File: src/sv/aclp_pkg.sv
package aclp_pkg;

    localparam int LINE_BYTES_DEF  = 256;
    localparam int QUEUE_DEPTH_DEF = 4;

    localparam logic [3:0] CMD_PTT      = 4'd0;
    localparam logic [3:0] CMD_TG       = 4'd1;
    localparam logic [3:0] CMD_LOCK     = 4'd2;
    localparam logic [3:0] CMD_MUTE     = 4'd3;
    localparam logic [3:0] CMD_VOLUME   = 4'd4;
    localparam logic [3:0] CMD_STATUS   = 4'd5;
    localparam logic [3:0] CMD_QUIT     = 4'd6;
    localparam logic [3:0] CMD_UNKNOWN  = 4'd7;
    localparam logic [3:0] CMD_NOT_NUM  = 4'd8;
    localparam logic [3:0] CMD_OVERLONG = 4'd9;

    localparam logic [1:0] SW_OFF    = 2'd0;
    localparam logic [1:0] SW_ON     = 2'd1;
    localparam logic [1:0] SW_TOGGLE = 2'd2;

    localparam logic [1:0] STEP_ABS  = 2'd0;
    localparam logic [1:0] STEP_NEXT = 2'd1;
    localparam logic [1:0] STEP_PREV = 2'd2;

    localparam logic [7:0] CH_NL    = 8'd10;
    localparam logic [7:0] CH_NUL   = 8'd0;
    localparam logic [7:0] CH_SPACE = 8'd32;
    localparam logic [7:0] CH_TAB   = 8'd9;
    localparam logic [7:0] CH_CR    = 8'd13;
    localparam logic [7:0] CH_HASH  = 8'd35;
    localparam logic [7:0] CH_PLUS  = 8'd43;
    localparam logic [7:0] CH_MINUS = 8'd45;
    localparam logic [7:0] CH_ZERO  = 8'd48;
    localparam logic [7:0] CH_NINE  = 8'd57;
    localparam logic [7:0] CH_UP_A  = 8'd65;
    localparam logic [7:0] CH_UP_Z  = 8'd90;

    localparam int NWORDS = 10;
    localparam logic [31:0] VOL_MAX = 32'd200;

    // verb indexes
    localparam int V_PTT    = 0;
    localparam int V_TG     = 1;
    localparam int V_LOCK   = 2;
    localparam int V_MUTE   = 3;
    localparam int V_UNMUTE = 4;
    localparam int V_VOLUME = 5;
    localparam int V_VOL    = 6;
    localparam int V_STATUS = 7;
    localparam int V_QUIT   = 8;
    localparam int V_EXIT   = 9;

    // argument word indexes
    localparam int A_ON    = 0;
    localparam int A_ONE   = 1;
    localparam int A_YES   = 2;
    localparam int A_TRUE  = 3;
    localparam int A_OFF   = 4;
    localparam int A_ZERO  = 5;
    localparam int A_NO    = 6;
    localparam int A_FALSE = 7;
    localparam int A_NEXT  = 8;
    localparam int A_PREV  = 9;

    typedef logic [47:0] word_t;
    typedef logic [2:0]  pos_t;
    typedef logic [NWORDS-1:0] cand_t;

    // words are left aligned, first character in the top byte
    localparam word_t VERB_TEXT [NWORDS] = '{
        {"ptt", 24'h0}, {"tg", 32'h0}, {"lock", 16'h0}, {"mute", 16'h0}, "unmute",
        "volume", {"vol", 24'h0}, "status", {"quit", 16'h0}, {"exit", 16'h0}
    };
    localparam pos_t VERB_LEN [NWORDS] = '{3'd3, 3'd2, 3'd4, 3'd4, 3'd6,
                                           3'd6, 3'd3, 3'd6, 3'd4, 3'd4};

    localparam word_t ARG_TEXT [NWORDS] = '{
        {"on", 32'h0}, {"1", 40'h0}, {"yes", 24'h0}, {"true", 16'h0}, {"off", 24'h0},
        {"0", 40'h0}, {"no", 32'h0}, {"false", 8'h0}, {"next", 16'h0}, {"prev", 16'h0}
    };
    localparam pos_t ARG_LEN [NWORDS] = '{3'd2, 3'd1, 3'd3, 3'd4, 3'd3,
                                          3'd1, 3'd2, 3'd5, 3'd4, 3'd4};

    typedef enum logic [2:0] {
        PH_LEAD,
        PH_SKIP,
        PH_VERB,
        PH_VERB_WS,
        PH_ARG,
        PH_DONE
    } phase_t;

    typedef struct packed {
        logic [7:0] ch;
        logic [7:0] lc;
        logic       ws;
        logic       sep;
        logic       nl;
        logic       nul;
        logic       digit;
        logic       overlong;
    } tok_t;

    typedef struct packed {
        logic [3:0]  command;
        logic [1:0]  switch_value;
        logic [1:0]  group_step;
        logic [31:0] number;
        logic        mute_on;
    } res_t;

    function automatic logic [7:0] char_at(input word_t w, input pos_t p);
        word_t sh;
        sh = w << {p, 3'b000};
        return sh[47:40];
    endfunction

    function automatic pos_t pos_inc(input pos_t p);
        return (p == 3'd7) ? p : p + 3'd1;
    endfunction

    function automatic cand_t verb_step(input cand_t c, input pos_t p, input logic [7:0] ch);
        cand_t r;
        for (int i = 0; i < NWORDS; i++)
        begin
            r[i] = c[i] && (p < VERB_LEN[i]) && (char_at(VERB_TEXT[i], p) == ch);
        end
        return r;
    endfunction

    function automatic cand_t arg_step(input cand_t c, input pos_t p, input logic [7:0] ch);
        cand_t r;
        for (int i = 0; i < NWORDS; i++)
        begin
            r[i] = c[i] && (p < ARG_LEN[i]) && (char_at(ARG_TEXT[i], p) == ch);
        end
        return r;
    endfunction

    function automatic cand_t verb_hits(input cand_t c, input pos_t p);
        cand_t r;
        for (int i = 0; i < NWORDS; i++)
        begin
            r[i] = c[i] && (p == VERB_LEN[i]);
        end
        return r;
    endfunction

    function automatic cand_t arg_hits(input cand_t c, input pos_t p);
        cand_t r;
        for (int i = 0; i < NWORDS; i++)
        begin
            r[i] = c[i] && (p == ARG_LEN[i]);
        end
        return r;
    endfunction

endpackage

File: src/sv/aclp_queue.sv
module aclp_queue #(
    parameter int W     = 8,
    parameter int DEPTH = 4
) (
    input  logic         clk,
    input  logic         rst_n,
    input  logic         wr_en,
    input  logic [W-1:0] wdata,
    output logic         q_full,
    input  logic         rd_en,
    output logic [W-1:0] rdata,
    output logic         q_empty
);
    localparam int AW = $clog2(DEPTH);

    logic [W-1:0] mem_reg [DEPTH];
    logic [AW:0]  wr_ptr_reg, wr_ptr_next;
    logic [AW:0]  rd_ptr_reg, rd_ptr_next;
    logic         do_wr, do_rd;

    assign q_empty = (wr_ptr_reg == rd_ptr_reg);
    assign q_full  = (wr_ptr_reg[AW-1:0] == rd_ptr_reg[AW-1:0]) &&
                     (wr_ptr_reg[AW] != rd_ptr_reg[AW]);
    assign do_wr   = wr_en && !q_full;
    assign do_rd   = rd_en && !q_empty;
    assign rdata   = mem_reg[rd_ptr_reg[AW-1:0]];

    always_comb
    begin
        wr_ptr_next = do_wr ? wr_ptr_reg + 1'b1 : wr_ptr_reg;
        rd_ptr_next = do_rd ? rd_ptr_reg + 1'b1 : rd_ptr_reg;
    end

    always_ff @(posedge clk or negedge rst_n)
    begin
        if (!rst_n)
        begin
            wr_ptr_reg <= '0;
            rd_ptr_reg <= '0;
        end
        else
        begin
            wr_ptr_reg <= wr_ptr_next;
            rd_ptr_reg <= rd_ptr_next;
        end
    end

    always_ff @(posedge clk)
    begin
        if (do_wr)
        begin
            mem_reg[wr_ptr_reg[AW-1:0]] <= wdata;
        end
    end
endmodule

File: src/sv/aclp_front.sv
module aclp_front #(
    parameter int LINE_BYTES = aclp_pkg::LINE_BYTES_DEF
) (
    input  logic           clk,
    input  logic           rst_n,
    input  logic           push,
    input  logic [7:0]     byte_in,
    input  logic           tok_full,
    output logic           tok_wr,
    output aclp_pkg::tok_t tok
);
    localparam int CW = $clog2(LINE_BYTES);

    logic [CW-1:0] count_reg, count_next;
    logic          accept;
    logic          limit;

    assign accept = push && !tok_full;
    assign tok_wr = accept;
    assign limit  = (count_reg >= CW'(LINE_BYTES - 2));

    always_comb
    begin
        tok.ch       = byte_in;
        tok.lc       = ((byte_in >= aclp_pkg::CH_UP_A) && (byte_in <= aclp_pkg::CH_UP_Z)) ?
                       byte_in + 8'd32 : byte_in;
        tok.ws       = (byte_in == aclp_pkg::CH_SPACE) ||
                       ((byte_in >= aclp_pkg::CH_TAB) && (byte_in <= aclp_pkg::CH_CR));
        tok.sep      = (byte_in == aclp_pkg::CH_SPACE) || (byte_in == aclp_pkg::CH_TAB);
        tok.nl       = (byte_in == aclp_pkg::CH_NL);
        tok.nul      = (byte_in == aclp_pkg::CH_NUL);
        tok.digit    = (byte_in >= aclp_pkg::CH_ZERO) && (byte_in <= aclp_pkg::CH_NINE);
        tok.overlong = !tok.nl && limit;

        count_next = count_reg;
        if (accept)
        begin
            if (tok.nl || limit)
            begin
                count_next = '0;
            end
            else
            begin
                count_next = count_reg + 1'b1;
            end
        end
    end

    always_ff @(posedge clk or negedge rst_n)
    begin
        if (!rst_n)
        begin
            count_reg <= '0;
        end
        else
        begin
            count_reg <= count_next;
        end
    end
endmodule

File: src/sv/aclp_back.sv
module aclp_back (
    input  logic           clk,
    input  logic           rst_n,
    input  aclp_pkg::tok_t tok,
    input  logic           tok_empty,
    output logic           tok_rd,
    input  logic           res_full,
    output logic           res_wr,
    output aclp_pkg::res_t res
);
    aclp_pkg::phase_t phase_reg, phase_next;
    aclp_pkg::cand_t  vcand_reg, vcand_next;
    aclp_pkg::pos_t   vpos_reg, vpos_next;
    aclp_pkg::cand_t  acand_reg, acand_next;
    aclp_pkg::pos_t   apos_reg, apos_next;
    logic             sep_seen_reg, sep_seen_next;
    logic             taint_reg, taint_next;
    logic             arg_ws_reg, arg_ws_next;
    logic             arg_seen_reg, arg_seen_next;
    logic [63:0]      acc_reg, acc_next;
    logic             num_any_reg, num_any_next;
    logic             num_stop_reg, num_stop_next;
    logic             neg_reg, neg_next;
    logic             sat_reg, sat_next;

    logic             emit;
    logic             do_arg;
    aclp_pkg::cand_t  vh, ah;
    aclp_pkg::res_t   dec;
    logic [67:0]      prod;
    logic [31:0]      low_word;
    logic [1:0]       sw;

    assign tok_rd = !tok_empty && !res_full;
    assign res_wr = tok_rd && emit;

    // line decode from the held match state
    always_comb
    begin
        vh       = aclp_pkg::verb_hits(vcand_reg, vpos_reg);
        ah       = aclp_pkg::arg_hits(acand_reg, apos_reg);
        low_word = sat_reg ? 32'hFFFF_FFFF : (neg_reg ? 32'd0 - acc_reg[31:0] : acc_reg[31:0]);
        if (ah[aclp_pkg::A_ON] || ah[aclp_pkg::A_ONE] || ah[aclp_pkg::A_YES] ||
            ah[aclp_pkg::A_TRUE])
        begin
            sw = aclp_pkg::SW_ON;
        end
        else if (ah[aclp_pkg::A_OFF] || ah[aclp_pkg::A_ZERO] || ah[aclp_pkg::A_NO] ||
                 ah[aclp_pkg::A_FALSE])
        begin
            sw = aclp_pkg::SW_OFF;
        end
        else
        begin
            sw = aclp_pkg::SW_TOGGLE;
        end

        dec = '0;
        priority if (vh[aclp_pkg::V_PTT])
        begin
            dec.command      = aclp_pkg::CMD_PTT;
            dec.switch_value = sw;
        end
        else if (vh[aclp_pkg::V_TG])
        begin
            dec.command = aclp_pkg::CMD_TG;
            priority if (ah[aclp_pkg::A_NEXT])
                dec.group_step = aclp_pkg::STEP_NEXT;
            else if (ah[aclp_pkg::A_PREV])
                dec.group_step = aclp_pkg::STEP_PREV;
            else if (num_any_reg)
                dec.number = low_word;
            else
                dec.command = aclp_pkg::CMD_NOT_NUM;
        end
        else if (vh[aclp_pkg::V_LOCK])
        begin
            dec.command      = aclp_pkg::CMD_LOCK;
            dec.switch_value = sw;
        end
        else if (vh[aclp_pkg::V_MUTE] || vh[aclp_pkg::V_UNMUTE])
        begin
            if (num_any_reg)
            begin
                dec.command = aclp_pkg::CMD_MUTE;
                dec.number  = low_word;
                dec.mute_on = vh[aclp_pkg::V_MUTE];
            end
            else
            begin
                dec.command = aclp_pkg::CMD_NOT_NUM;
            end
        end
        else if (vh[aclp_pkg::V_VOLUME] || vh[aclp_pkg::V_VOL])
        begin
            if (num_any_reg)
            begin
                dec.command = aclp_pkg::CMD_VOLUME;
                if (neg_reg)
                    dec.number = '0;
                else if (acc_reg > {32'd0, aclp_pkg::VOL_MAX})
                    dec.number = aclp_pkg::VOL_MAX;
                else
                    dec.number = acc_reg[31:0];
            end
            else
            begin
                dec.command = aclp_pkg::CMD_NOT_NUM;
            end
        end
        else if (vh[aclp_pkg::V_STATUS])
        begin
            dec.command = aclp_pkg::CMD_STATUS;
        end
        else if (vh[aclp_pkg::V_QUIT] || vh[aclp_pkg::V_EXIT])
        begin
            dec.command = aclp_pkg::CMD_QUIT;
        end
        else
        begin
            dec.command = aclp_pkg::CMD_UNKNOWN;
        end
    end

    // per-byte state update
    always_comb
    begin
        phase_next    = phase_reg;
        vcand_next    = vcand_reg;
        vpos_next     = vpos_reg;
        acand_next    = acand_reg;
        apos_next     = apos_reg;
        sep_seen_next = sep_seen_reg;
        taint_next    = taint_reg;
        arg_ws_next   = arg_ws_reg;
        arg_seen_next = arg_seen_reg;
        acc_next      = acc_reg;
        num_any_next  = num_any_reg;
        num_stop_next = num_stop_reg;
        neg_next      = neg_reg;
        sat_next      = sat_reg;
        emit          = 1'b0;
        res           = dec;
        do_arg        = 1'b0;
        prod          = ({4'd0, acc_reg} << 3) + ({4'd0, acc_reg} << 1) +
                        {60'd0, tok.ch[3:0]};

        if (tok.overlong || tok.nl)
        begin
            if (tok.overlong)
            begin
                emit        = 1'b1;
                res         = '0;
                res.command = aclp_pkg::CMD_OVERLONG;
            end
            else
            begin
                emit = (phase_reg != aclp_pkg::PH_LEAD) && (phase_reg != aclp_pkg::PH_SKIP);
            end
            phase_next    = aclp_pkg::PH_LEAD;
            vcand_next    = '1;
            vpos_next     = '0;
            acand_next    = '1;
            apos_next     = '0;
            sep_seen_next = 1'b0;
            taint_next    = 1'b0;
            arg_ws_next   = 1'b0;
            arg_seen_next = 1'b0;
            acc_next      = '0;
            num_any_next  = 1'b0;
            num_stop_next = 1'b0;
            neg_next      = 1'b0;
            sat_next      = 1'b0;
        end
        else
        begin
            unique case (phase_reg)
                aclp_pkg::PH_LEAD:
                begin
                    if (tok.nul || tok.ch == aclp_pkg::CH_HASH)
                    begin
                        phase_next = aclp_pkg::PH_SKIP;
                    end
                    else if (!tok.ws)
                    begin
                        phase_next = aclp_pkg::PH_VERB;
                        vcand_next = aclp_pkg::verb_step(vcand_reg, vpos_reg, tok.lc);
                        vpos_next  = aclp_pkg::pos_inc(vpos_reg);
                    end
                end
                aclp_pkg::PH_VERB:
                begin
                    if (tok.nul)
                    begin
                        phase_next = aclp_pkg::PH_DONE;
                    end
                    else if (tok.ws)
                    begin
                        phase_next    = aclp_pkg::PH_VERB_WS;
                        sep_seen_next = tok.sep;
                        taint_next    = !tok.sep;
                    end
                    else
                    begin
                        vcand_next = aclp_pkg::verb_step(vcand_reg, vpos_reg, tok.lc);
                        vpos_next  = aclp_pkg::pos_inc(vpos_reg);
                    end
                end
                aclp_pkg::PH_VERB_WS:
                begin
                    if (tok.nul)
                    begin
                        phase_next = aclp_pkg::PH_DONE;
                    end
                    else if (tok.ws)
                    begin
                        if (!sep_seen_reg)
                        begin
                            sep_seen_next = tok.sep;
                            taint_next    = 1'b1;
                        end
                    end
                    else if (sep_seen_reg)
                    begin
                        // other white space before the separator belongs to the verb
                        if (taint_reg)
                            vcand_next = '0;
                        phase_next = aclp_pkg::PH_ARG;
                        do_arg     = 1'b1;
                    end
                    else
                    begin
                        // white space inside the verb, no verb can match
                        phase_next = aclp_pkg::PH_VERB;
                        vcand_next = '0;
                        vpos_next  = aclp_pkg::pos_inc(vpos_reg);
                    end
                end
                aclp_pkg::PH_ARG:
                begin
                    if (tok.nul)
                    begin
                        phase_next = aclp_pkg::PH_DONE;
                    end
                    else if (tok.ws)
                    begin
                        arg_ws_next   = 1'b1;
                        num_stop_next = 1'b1;
                    end
                    else
                    begin
                        do_arg = 1'b1;
                    end
                end
                aclp_pkg::PH_SKIP, aclp_pkg::PH_DONE:
                begin
                end
                default:
                begin
                    phase_next = aclp_pkg::PH_LEAD;
                end
            endcase

            if (do_arg)
            begin
                acand_next    = aclp_pkg::arg_step(arg_ws_reg ? '0 : acand_reg, apos_reg, tok.lc);
                apos_next     = aclp_pkg::pos_inc(apos_reg);
                arg_seen_next = 1'b1;
                if (!num_stop_reg)
                begin
                    if (!arg_seen_reg &&
                        (tok.ch == aclp_pkg::CH_PLUS || tok.ch == aclp_pkg::CH_MINUS))
                    begin
                        neg_next = (tok.ch == aclp_pkg::CH_MINUS);
                    end
                    else if (tok.digit)
                    begin
                        num_any_next = 1'b1;
                        if (sat_reg || prod[67:64] != 4'd0)
                        begin
                            sat_next = 1'b1;
                            acc_next = '1;
                        end
                        else
                        begin
                            acc_next = prod[63:0];
                        end
                    end
                    else
                    begin
                        num_stop_next = 1'b1;
                    end
                end
            end
        end
    end

    always_ff @(posedge clk or negedge rst_n)
    begin
        if (!rst_n)
        begin
            phase_reg    <= aclp_pkg::PH_LEAD;
            vcand_reg    <= '1;
            vpos_reg     <= '0;
            acand_reg    <= '1;
            apos_reg     <= '0;
            sep_seen_reg <= 1'b0;
            taint_reg    <= 1'b0;
            arg_ws_reg   <= 1'b0;
            arg_seen_reg <= 1'b0;
            acc_reg      <= '0;
            num_any_reg  <= 1'b0;
            num_stop_reg <= 1'b0;
            neg_reg      <= 1'b0;
            sat_reg      <= 1'b0;
        end
        else if (tok_rd)
        begin
            phase_reg    <= phase_next;
            vcand_reg    <= vcand_next;
            vpos_reg     <= vpos_next;
            acand_reg    <= acand_next;
            apos_reg     <= apos_next;
            sep_seen_reg <= sep_seen_next;
            taint_reg    <= taint_next;
            arg_ws_reg   <= arg_ws_next;
            arg_seen_reg <= arg_seen_next;
            acc_reg      <= acc_next;
            num_any_reg  <= num_any_next;
            num_stop_reg <= num_stop_next;
            neg_reg      <= neg_next;
            sat_reg      <= sat_next;
        end
    end
endmodule

File: src/sv/ascii_command_line_parser_unit.sv
// channel   | transfer when    | fields
// ----------+------------------+-----------------------------------------------
// input     | push && !full    | byte_in
// result    | pop && !empty    | command switch_value group_step number mute_on
//
// one byte per cycle sustained while full stays low; a result becomes visible once its newline
// has passed through the byte queue and then the result queue
// reset clears the line counter, parser state and both queues
// a held result (pop low) fills the result queue, then the byte queue, then full rises
module ascii_command_line_parser_unit #(
    parameter int LINE_BYTES  = aclp_pkg::LINE_BYTES_DEF,
    parameter int QUEUE_DEPTH = aclp_pkg::QUEUE_DEPTH_DEF
) (
    input  logic        clk,
    input  logic        rst_n,
    input  logic        push,
    output logic        full,
    input  logic [7:0]  byte_in,
    output logic        empty,
    input  logic        pop,
    output logic [3:0]  command,
    output logic [1:0]  switch_value,
    output logic [1:0]  group_step,
    output logic [31:0] number,
    output logic        mute_on
);
    localparam int TW = $bits(aclp_pkg::tok_t);
    localparam int RW = $bits(aclp_pkg::res_t);

    aclp_pkg::tok_t tok_in, tok_out;
    aclp_pkg::res_t res_in, res_out;
    logic           tok_wr, tok_rd, tok_full, tok_empty;
    logic           res_wr, res_full;

    assign full = tok_full;

    aclp_front #(.LINE_BYTES(LINE_BYTES)) u_front (
        .clk      (clk),
        .rst_n    (rst_n),
        .push     (push),
        .byte_in  (byte_in),
        .tok_full (tok_full),
        .tok_wr   (tok_wr),
        .tok      (tok_in)
    );

    aclp_queue #(.W(TW), .DEPTH(QUEUE_DEPTH)) u_tok_q (
        .clk     (clk),
        .rst_n   (rst_n),
        .wr_en   (tok_wr),
        .wdata   (tok_in),
        .q_full  (tok_full),
        .rd_en   (tok_rd),
        .rdata   (tok_out),
        .q_empty (tok_empty)
    );

    aclp_back u_back (
        .clk       (clk),
        .rst_n     (rst_n),
        .tok       (tok_out),
        .tok_empty (tok_empty),
        .tok_rd    (tok_rd),
        .res_full  (res_full),
        .res_wr    (res_wr),
        .res       (res_in)
    );

    aclp_queue #(.W(RW), .DEPTH(QUEUE_DEPTH)) u_res_q (
        .clk     (clk),
        .rst_n   (rst_n),
        .wr_en   (res_wr),
        .wdata   (res_in),
        .q_full  (res_full),
        .rd_en   (pop),
        .rdata   (res_out),
        .q_empty (empty)
    );

    assign command      = res_out.command;
    assign switch_value = res_out.switch_value;
    assign group_step   = res_out.group_step;
    assign number       = res_out.number;
    assign mute_on      = res_out.mute_on;
endmodule

File: config.mk
export PLATFORM = sky130hd
export DESIGN_NAME = ascii_command_line_parser_unit
export DESIGN_NICKNAME = d
export VERILOG_FILES = /design/src/sv/aclp_pkg.sv /design/src/sv/aclp_queue.sv /design/src/sv/aclp_front.sv /design/src/sv/aclp_back.sv /design/src/sv/ascii_command_line_parser_unit.sv
export SDC_FILE = /design/constraint.sdc
export NUM_CORES = 1
export LEC_CHECK = 0
export BUFFER_PORTS_ARGS = -buffer_cell sky130_fd_sc_hd__clkbuf_2
export CAP_MARGIN = 20
export CORE_MARGIN = 1.5
export CORE_UTILIZATION = 35
export DETAILED_ROUTE_END_ITERATION = 10
export SYNTH_ARGS = -nofsm -noshare
export SYNTH_HDL_FRONTEND = slang
export SYNTH_HIERARCHICAL = 1
export SYNTH_SLANG_ARGS = --single-unit
File: constraint.sdc
create_clock -name clk -period 6.5 [get_ports clk]
set_clock_uncertainty 0.1 [all_clocks]
set_input_delay 0.65 -clock clk [delete_from_list [all_inputs] [get_ports clk]]
set_output_delay 0.65 -clock clk [all_outputs]
set_load 0.03 [all_outputs]
==> results_dict.tcl <==
set metrics [dict create \
    synthToLayoutAreaGrowth_pct 10.5 \
    rsz0062_at_grt "false" \
    powerDensity_mw_per_mm2 400 \
    num-nets-final 2209 \
    io_pins 55 \
    tns_ns 0 \
    grt_max_degree 66 \
    antennaDiodeCount 0 \
    viasPerCell 5.60 \
    cp_max_fo 37 \
    drtIter0Drc 1167 \
    gr-usage-all-layers_pct 16.3 \
    outcome "completed" \
    die-area_sq_mm 0.0664 \
    avgSynthCellArea_sq_um 11.1 \
    cts_buffers 41 \
    fin_crit_sh_pct 86.1 \
    worstSetupPathType "register to register" \
    first_pass_iters 6 \
    critPathRequiredTime_ns 6.84 \
    clock_latency_ns 0.58 \
    period_needed_ns 5.60 \
    synth_area_sq_mm 0.0227 \
    worst_pin_slew_ns 0.969 \
    seq_area_frac_synth_pct 46.8 \
    tritoncts "yes" \
    place_congestion 0.879 \
    syn_nets 2219 \
    cp-end-kind "register" \
    slowest_delay_ns 0.65 \
    hpwlAfterDp_microns 38000 \
    dpl_worst_slack_ns 0.978 \
    cp_slowest_cell "o311ai_1" \
    start_kind "register" \
    largest_reg_flops 164 \
    vias 16400 \
    fmax_mhz 179 \
    yosys_warnings 6 \
    core_area_sq_mm 0.0643 \
    cts_hold_buf 0 \
    clkSlewWorstSetupHoldPaths_ns 0.06 \
    synth_edf_count 252 \
    ys_ff_latch 373 \
    initial_core_util_pct 35.3 \
    drt.antenna.violating_nets 0 \
    die_x_microns 258 \
    post_drt_wl_per_cell_microns 18.5 \
    vdd_ir_drop_max_mv 0.291 \
    post_cts_resize_count 0 \
    crit_family "compound AO/OA/AOI/OAI gates" \
    hold_violations 0 \
    synthArstFlopShare_pct 32.4 \
    crit_chain "mux4_2 > fa_1 > inv_1 > fa_1 > nand2b_1 > a21oi_1 > o21ai_0 > a21oi_1 > a32oi_1 > o311ai_1 > a41oi_2 > xnor2_1 > o31a_2 > buf_12 > a221o_1" \
    cts_setup_buffers 0 \
    final_core_util_pct 39.0 \
    syn_inst 2045 \
    p_leak_nw 10.1 \
    path_buf_inv 2 \
    grt_pass1_wl_microns 89500 \
    htreeDepth 2 \
    gr-total-overflow 0 \
    relSlewSlack_pct 35.4 \
    cts.sinks 373 \
    dieHeight_microns 258 \
    grt_pass1_vias 16500 \
    critPathArrivalTime_ns 5.94 \
    cts-root-buf "clkbuf_16" \
    setup_ws_ns 0.902 \
    drive_gt1_share_pct 13.0 \
    setup_violations 0 \
    antenna_found_initial 0 \
    synthDistinctLibCells 83 \
    wirelength_microns 54100 \
    drc_errors 0 \
    synthFlopType "edfxtp_1" \
    num-fill-cells 6162 \
    cts_buffer_depth 3 \
    maxCapViolCount 0 \
    min_path_type "primary input to asynchronous set/reset pin" \
    drv_slew 0 \
    fp-row-count 93 \
    io_buffer_count 54 \
]
-- cell usage after synthesis, types with 62 or more instances --
cell type    n  area share (%)
o21ai_0    116             2.6
mux4_2      63             6.2
xnor2_1     79             3.0
dfrtp_1    101              11
nor2_1     158             2.6
a221o_1     62             2.7
a21oi_1    143             3.2
ha_1       160             8.8
clkbuf_1    85             1.4
edfxtp_1   252              33
nand2_1    159             2.6
inv_1       62             1.0
-- where the power goes --
| group | internal (mW) | total [mW] | switching (mW) |
|---|---|---|---|
| clock | 1.48 | 2.48 | 0.997 |
| sequential | 3.19 | 3.44 | 0.249 |
| combinational | 1.37 | 4.12 | 2.75 |
| total | 6.04 | 10.0 | 3.99 |
-- cells by family (layout without fill, tap and decap cells) --
| family | Yosys count | after routing | share of synthesized area, % |
|---|---|---|---|
| AOI/OAI and AO/OA | 543 | 543 | 16.3 |
| DFF | 373 | 373 | 46.8 |
| muxes | 68 | 68 | 6.47 |
| and+or+nand+nor | 574 | 574 | 12.2 |
| xor gates and xnor gates | 135 | 135 | 5.47 |
| adders and majority gates | 162 | 162 | 8.99 |
| buffers and inverters | 190 | 213 | 3.80 |
-- layout make-up --
class	count	area (sq um)	area share, %
multi-input combinational	1482	11300	44.8
sequential	373	10600	42.3
clock buffer	50	1080	4.29
tap	855	1070	4.26
timing repair buffer	75	465	1.86
clock inverter	26	369	1.47
inverter	62	233	0.928
-- per-layer routing --
metal / part of all wire, % / routed length, microns / global-route usage, % / vias up
met3: 3.7 / 2010 / 2.08 / 64
met5: 0 / 0 / 0 / -
met1: 46 / 25100 / 22.3 / 8179
met4: 1.8 / 990 / 4.21 / 0
li1: - / - / - / 7776
met2: 48 / 26000 / 27.5 / 339
-- path summary, 6_finish.rpt --
kind / depth (start not counted) / slack, ns / startpoint / end
worst max-delay path: 15 / 0.90 / u_tok_q/rd_ptr_reg[0] / u_back/acc_reg[2]
worst min-delay path: 1 / 0.08 / rst_n / u_back/acc_reg[24]
worst max register to register: 15 / 0.90 / u_tok_q/rd_ptr_reg[0] / u_back/acc_reg[2]
worst min register to register: 2 / 0.38 / u_back/vcand_reg[6] / u_back/vcand_reg[6]
max in group asynchronous: 2 / 4.87 / rst_n / u_res_q/rd_ptr_reg[1]
min in group clk: 3 / 0.29 / pop / u_res_q/rd_ptr_reg[0]
-- layout by cell type (no fill, tap or decap), types with 48 or more instances in the layout --
master    Yosys  layout
o21ai_0     116     115
dfrtp_1     101      98
edfxtp_1    252     252
xor2_1       48      48
inv_1        62      62
nor2_1      158     158
a21oi_1     143     143
xnor2_1      79      79
mux4_2       63      63
clkbuf_2      0      53
ha_1        160     160
nand2_1     159     159
a221o_1      62      62
-- through the flow --
step	power, mW	instance area (sq um)	instances	hold slack (ns)
after detailed placement	7.63	23600	2847	0.372
after global routing	10.6	25100	2923	0.134
after floorplan	6.51	22700	2045	0.254
final	10.0	25100	2923	0.0798
after global placement	7.52	23600	2844	0.371
after CTS	10.1	25100	2923	0.100
Note: power is estimated with default switching activity, not from simulation.
